## src/hw/rtl/toh_pkg.sv

```systemverilog
// Shared types, sizes and helpers for the timestamped orientation history.
// Used by toh_ctrl, toh_datapath and timestamped_orientation_history_unit.
`timescale 1ns / 1ps

package toh_pkg;

   // Number of samples the history keeps.
   localparam int DEPTH   = 128;
   localparam int IDX_W   = (DEPTH > 1) ? $clog2(DEPTH) : 1;
   localparam int CNT_W   = $clog2(DEPTH + 1);
   localparam int STAMP_W = 48;
   localparam int VAL_W   = 16;

   // Operation codes carried in the op field of a request word.
   localparam logic OP_PUSH  = 1'b0;
   localparam logic OP_QUERY = 1'b1;

   // One stored sample.
   typedef struct packed {
      logic [STAMP_W-1:0]      stamp;
      logic signed [VAL_W-1:0] orient_w;
      logic signed [VAL_W-1:0] orient_x;
      logic signed [VAL_W-1:0] orient_y;
      logic signed [VAL_W-1:0] orient_z;
      logic signed [VAL_W-1:0] yaw;
      logic signed [VAL_W-1:0] pitch;
   } entry_type;

   // One result word.
   typedef struct packed {
      logic                    found;
      logic signed [VAL_W-1:0] orient_w;
      logic signed [VAL_W-1:0] orient_x;
      logic signed [VAL_W-1:0] orient_y;
      logic signed [VAL_W-1:0] orient_z;
      logic signed [VAL_W-1:0] yaw;
      logic signed [VAL_W-1:0] pitch;
   } result_type;

   // Commands from the controller to the datapath.
   typedef struct packed {
      logic push_wr;    // store the incoming sample
      logic q_start;    // latch the target, read the oldest sample
      logic rd_newest;  // read the newest sample
      logic srch_init;  // set up the search window, read its middle
      logic srch_step;  // narrow the window by one compare
      logic near_cur;   // hold the first sample at or after the target
      logic res_zero;   // result is the empty answer
      logic res_rd;     // result is the sample just read
      logic res_pick;   // result is the nearer of the two neighbors
      logic out_load;   // move the result into the output register
   } cmd_type;

   // Status from the datapath to the controller.
   typedef struct packed {
      logic empty;
      logic tgt_le_rd;
      logic tgt_ge_newest;
      logic srch_done;
      logic out_free;
   } status_type;

   // Physical slot of logical position pos, counted from the oldest sample.
   function automatic logic [IDX_W-1:0] slot_of(input logic [IDX_W-1:0] oldest,
                                                input logic [CNT_W-1:0] pos);
      logic [CNT_W:0] sum;
      begin
         sum = (CNT_W+1)'(oldest) + (CNT_W+1)'(pos);
         if (sum >= (CNT_W+1)'(DEPTH)) begin
            sum = sum - (CNT_W+1)'(DEPTH);
         end
         return sum[IDX_W-1:0];
      end
   endfunction

endpackage

```

## src/hw/rtl/toh_ctrl.sv

```systemverilog
// Sequencer for pushes and nearest-sample queries.
// Depends on toh_pkg; drives the command struct of toh_datapath.
`timescale 1ns / 1ps

module toh_ctrl (
   input  logic                clock,
   input  logic                reset,
   input  logic                req_valid,
   output logic                req_ready,
   input  logic                req_op,
   input  toh_pkg::status_type status,
   output toh_pkg::cmd_type    cmd
);

   localparam logic [2:0] S_IDLE  = 3'd0;
   localparam logic [2:0] S_CHK   = 3'd1;
   localparam logic [2:0] S_SRCH  = 3'd2;
   localparam logic [2:0] S_NEAR1 = 3'd3;
   localparam logic [2:0] S_NEAR2 = 3'd4;
   localparam logic [2:0] S_LOAD  = 3'd5;
   localparam logic [2:0] S_RESP  = 3'd6;

   logic [2:0] state_ff;
   logic [2:0] state_in;

   assign req_ready = (state_ff == S_IDLE);

   always_comb begin
      state_in = state_ff;
      cmd      = '0;
      unique case (state_ff)
         S_IDLE: begin
            if (req_valid) begin
               if (req_op == toh_pkg::OP_PUSH) begin
                  cmd.push_wr = 1'b1;
               end else if (status.empty) begin
                  cmd.res_zero = 1'b1;
                  state_in     = S_RESP;
               end else begin
                  cmd.q_start = 1'b1;
                  state_in    = S_CHK;
               end
            end
         end
         S_CHK: begin
            priority if (status.tgt_le_rd) begin
               cmd.res_rd = 1'b1;
               state_in   = S_RESP;
            end else if (status.tgt_ge_newest) begin
               cmd.rd_newest = 1'b1;
               state_in      = S_LOAD;
            end else begin
               cmd.srch_init = 1'b1;
               state_in      = S_SRCH;
            end
         end
         S_SRCH: begin
            cmd.srch_step = 1'b1;
            if (status.srch_done) begin
               state_in = S_NEAR1;
            end
         end
         S_NEAR1: begin
            cmd.near_cur = 1'b1;
            state_in     = S_NEAR2;
         end
         S_NEAR2: begin
            cmd.res_pick = 1'b1;
            state_in     = S_RESP;
         end
         S_LOAD: begin
            cmd.res_rd = 1'b1;
            state_in   = S_RESP;
         end
         S_RESP: begin
            if (status.out_free) begin
               cmd.out_load = 1'b1;
               state_in     = S_IDLE;
            end
         end
         default: begin
            state_in = S_IDLE;
         end
      endcase
   end

   always_ff @(posedge clock) begin
      if (reset) begin
         state_ff <= S_IDLE;
      end else begin
         state_ff <= state_in;
      end
   end

endmodule

```

## config.mk

```make
export PLATFORM = sky130hd
export DESIGN_NAME = toh_ctrl
export DESIGN_NICKNAME = d
export VERILOG_FILES = /design/src/hw/rtl/toh_pkg.sv /design/src/hw/rtl/toh_ctrl.sv
export SDC_FILE = /design/constraint.sdc
export NUM_CORES = 1
export LEC_CHECK = 0
export ABC_AREA = 1
export BUFFER_PORTS_ARGS = -buffer_cell sky130_fd_sc_hd__buf_2
export CAP_MARGIN = 25
export CORE_AREA = 10 10 47 49
export CTS_BUF_LIST = sky130_fd_sc_hd__clkbuf_8
export CTS_CLUSTER_DIAMETER = 60
export DETAILED_ROUTE_END_ITERATION = 6
export DIE_AREA = 0 0 57 59
export PLACE_DENSITY = 0.51
export SLEW_MARGIN = 20
export SYNTH_ARGS = -nofsm -noshare
export SYNTH_HDL_FRONTEND = slang
export SYNTH_SLANG_ARGS = --single-unit
```

## constraint.sdc

```tcl
create_clock -name clock -period 1.1 [get_ports clock]
set_clock_uncertainty 0.15 [all_clocks]
set_input_delay 0.22 -clock clock [delete_from_list [all_inputs] [get_ports clock]]
set_output_delay 0.22 -clock clock [all_outputs]
set_load 0.005 [all_outputs]
```

# After elaboration in Yosys (flattened, before gate mapping)
# Cells that the tools add are included.
dict set report classes {
  add_sub_neg 0
  mul 0
  n_div 0
  magnitude_cmp 0
  n_eq_ne 10
  shifts 0
  n_mux 28
  n_bitwise 0
  n_reduce_logical 3
}
# operator count
set op_table {}
lappend op_table {{$mux 3} 7}
lappend op_table {{$pmux 3 s6} 1}
lappend op_table {{$mux 1} 15}
lappend op_table {{$eq 3x3->1 const B} 3}
lappend op_table {{$mux 2} 4}
lappend op_table {{$eq 3x2->1 const B} 2}
lappend op_table {{$ne 2x2->1 const B} 3}
lappend op_table {{$reduce_and 4->1} 1}
lappend op_table {{$eq 3x1->1 const B} 1}
lappend op_table {{$logic_not 3->1} 1}
lappend op_table {{$ne 2x1->1 const B} 1}
lappend op_table {{$pmux 1 s2} 1}
lappend op_table {{$reduce_or 2->1} 1}
dict set report totals {
  regBits 3
  latch_bits 0
  ramBits 0
  romBits 0
  input_bits 9
  output_inout_bits 11
  wordCells 42
  mem_count 0
}

# Longest topological paths before layout
dict set report depth {
  depth_word 4
  ltp_mapped 8
  mapped_depth_nobuf 7
}

# Worst setup path before layout
# Ideal clock, no wire load.
dict set report synth_path {
  path_type {register to output}
  startpoint {reg state_ff[1]}
  endpoint {out cmd[8] in the netlist's numbering}
  arrival_ps 855
  t_required_ps 730
  path_slack_ps -125
  stages_incl_launch_ff 5
  n_path_buf 1
  path_cell_list {dfxtp_1 buf_6 nor3_2 nand2_1 nor2_1}
}
# element line_no
set synth_rtl {}
lappend synth_rtl {{start: declaration} toh_ctrl.sv:23} ;# logic [2:0] state_ff;
lappend synth_rtl {{start signal: assignment} toh_ctrl.sv:91} ;# state_ff <= state_in;
lappend synth_rtl {{end: declaration} toh_ctrl.sv:12} ;# output toh_pkg::cmd_type cmd

==> impl_metrics.ini <==
[logic_synthesis]
synth_seq_area_share_pct = 18.7
ys_types = 13
yosysTopAreaCellShare_pct = 18.7
synthTopCellsByArea = dfxtp_1 (19%), nand2_1 (18%), nor2_1 (13%)
synth_nets = 69
synth_area_leader_cell = dfxtp_1
synth-seq-cells = 3
yosysWarnings = 0
synthCells = 60
syn_area_sq_um = 322
avgSynthCellArea_sq_um = 5.36

[routing]
vias_per_cell = 4.32
wl_per_cell_microns = 11.4
first_pass_iters = 3
drc_errors = 0
num_vias = 458
first_iter_violations = 6
routed_wl_mm = 1.21
ant_nets = 0

[min_path]
hold_path_class = primary input to flip-flop

[die]
coreArea_sq_um = 1400
die_area_sq_um = 3360
io_pins = 20
initial_utilization_pct = 22.9
die_w_microns = 57
die_h_microns = 59
row_count = 14

[place]
placed_area_sq_um = 455
place_congestion = 0.714
hpwl_microns = 874
pre_cts_ws_ns = -0.282
numPortBuffers = 19

[clock_network]
root_buffer = clkbuf_8
clkLatencyLatePin_ns = 0.22
cts_tree = built
cts_buffers = 3
clockBufferDepth = 2
clock_sinks = 3
clk_pin_slew_ns = 0.03
htreeDepth = 1
postCtsHoldBufs = 0

[sta]
hold_viol = 0
grt_setup_unrepaired = true
period_share_pct = 132
whs_ns = 0.0310
slew_viol_final = 0
setup_violations = 14
fmax_ghz = 0.691
period_minus_slack_ns = 1.45
tightest_slew_ns = 0.167
finalWorstSetupSlack_ns = -0.348
slew_headroom_pct = 88.8

[critical_path]
crit_fanout = 7
cp-end-kind = output port
cp.arrival_ns = 1.08
start_kind = flip-flop
critPathKind = flip-flop to output port
cp.required_ns = 0.73

[layout]
top_regs = state_ff (3)
fin_area_sq_um = 638
largest_register = state_ff
finalNetCount = 100
largest_reg_flops = 3
drive_gt1_share_pct = 57.8
antenna_cells = 0
area_growth_pct = 98.4
n_fill_cell = 144

[run_status]
status = finished with violations
violations = negative setup slack

[power]
cell_internal_pwr_mw = 0.902
seqPwrFrac_pct = 18.6
power.switching_mw = 0.683
p_per_area_nw_per_um2 = 2480
p_clk_share_pct = 19.7
peakVddDrop_mv = 1.01
power_frac_comb_pct = 61.7
p_sw_share_pct = 43.1
leakage_nw = 0.354

[grt]
grtUsageTotal_pct = 7.32
grt_pass1_vias = 462
grt_pass1_wl_mm = 2.00
grt_overflow = 0
grt_max_degree = 9
antenna_found_initial = 0

[job]
cap_violations = 0
[metal layers]
layer / vias up / global-route usage, % / share of wire (%)
met4: 0 / 5.03 / 1.8
met2: 14 / 12.2 / 51
li1: 244 / - / -
met3: 3 / 2.79 / 6.5
met5: - / 0 / 0
met1: 197 / 7.40 / 41
[stage by stage]
step | util (%) | std cells | power, mW | TNS [ns]
finish | 45.5 | 106 | 1.59 | -3.47
global route | 45.5 | 106 | 1.73 | -4.35
CTS | 43.6 | 106 | 1.54 | -3.59
detailed placement | 32.5 | 97 | 0.930 | -2.77
global placement | 32.5 | 97 | 0.934 | -2.61
floorplan | - | 60 | 0.740 | -0.281
[what timing repair did]
item	in CTS	in global routing
endpoints found under the hold margin	0	0
setup endpoints to repair	14	14
pin swaps	10	3
gates resized for setup	21	6
setup buffers	5	1
[logic make-up after synthesis]
kind of cell / share of synthesized area [%]
AOI/OAI and AO/OA: 6.23
buffers and inverters: 18.7
DFF: 18.7
and+or+nand+nor: 56.4
[power by group through the flow]
stage	sequential [mW]	clock, mW	combinational [mW]
after CTS	0.292	0.318	0.932
after global placement	0.259	0	0.675
final	0.295	0.313	0.978
after global routing	0.308	0.329	1.10
after floorplan	0.190	0	0.550
after detailed placement	0.257	0	0.672
[area by class of cell]
| class | count | area [sq um] | area share, % |
|---|---|---|---|
| clock buffer | 3 | 41.3 | 6.47 |
| clock inverter | 1 | 3.75 | 0.588 |
| inverter | 11 | 46.3 | 7.25 |
| multi-input combinational | 44 | 272 | 42.5 |
| sequential | 3 | 71.3 | 11.2 |
| tap | 16 | 20.0 | 3.14 |
| timing repair buffer | 28 | 184 | 28.8 |
[final timing paths]
kind	startpoint	to	slack (ns)	cells past startpoint
setup / recovery	state_ff[0]	cmd[3]	-0.35	4
hold reg to reg	state_ff[2]	state_ff[0]	0.59	5
setup reg to reg	state_ff[1]	state_ff[1]	-0.16	8
hold / removal	reset	state_ff[0]	0.03	2
[worst max-delay path, cell delays in order (launching register included)]
cell	delay, ns
dfxtp_4	0.36
nor2_2	0.13
nand3_2	0.10
nor2_1	0.13
buf_2	0.13
[synthesized netlist by cell type, drive strengths merged]
| cell type | number |
|---|---|
| nand3 | 7 |
| nor3 | 4 |
| a21oi | 4 |
| nand2 | 15 |
| buf | 2 |
| dfxtp | 3 |
| nor2 | 14 |
| inv | 11 |
[placed cells by master, fill, tap and decap left out]
cell type	count
buf_2	18
nand2_1	14
inv_1	8
nor2_1	8
buf_6	5
buf_4	5
a21oi_1	4
inv_2	3
nor2_2	3
nand3_2	3
nor2_4	3
nand3_1	3
clkbuf_8	3
dfxtp_4	3
nor3_4	2
inv_6	1
nand3_4	1
nor3_1	1
nor3_2	1
nand2_2	1
No activity file was read; power rests on OpenSTA's default activity.
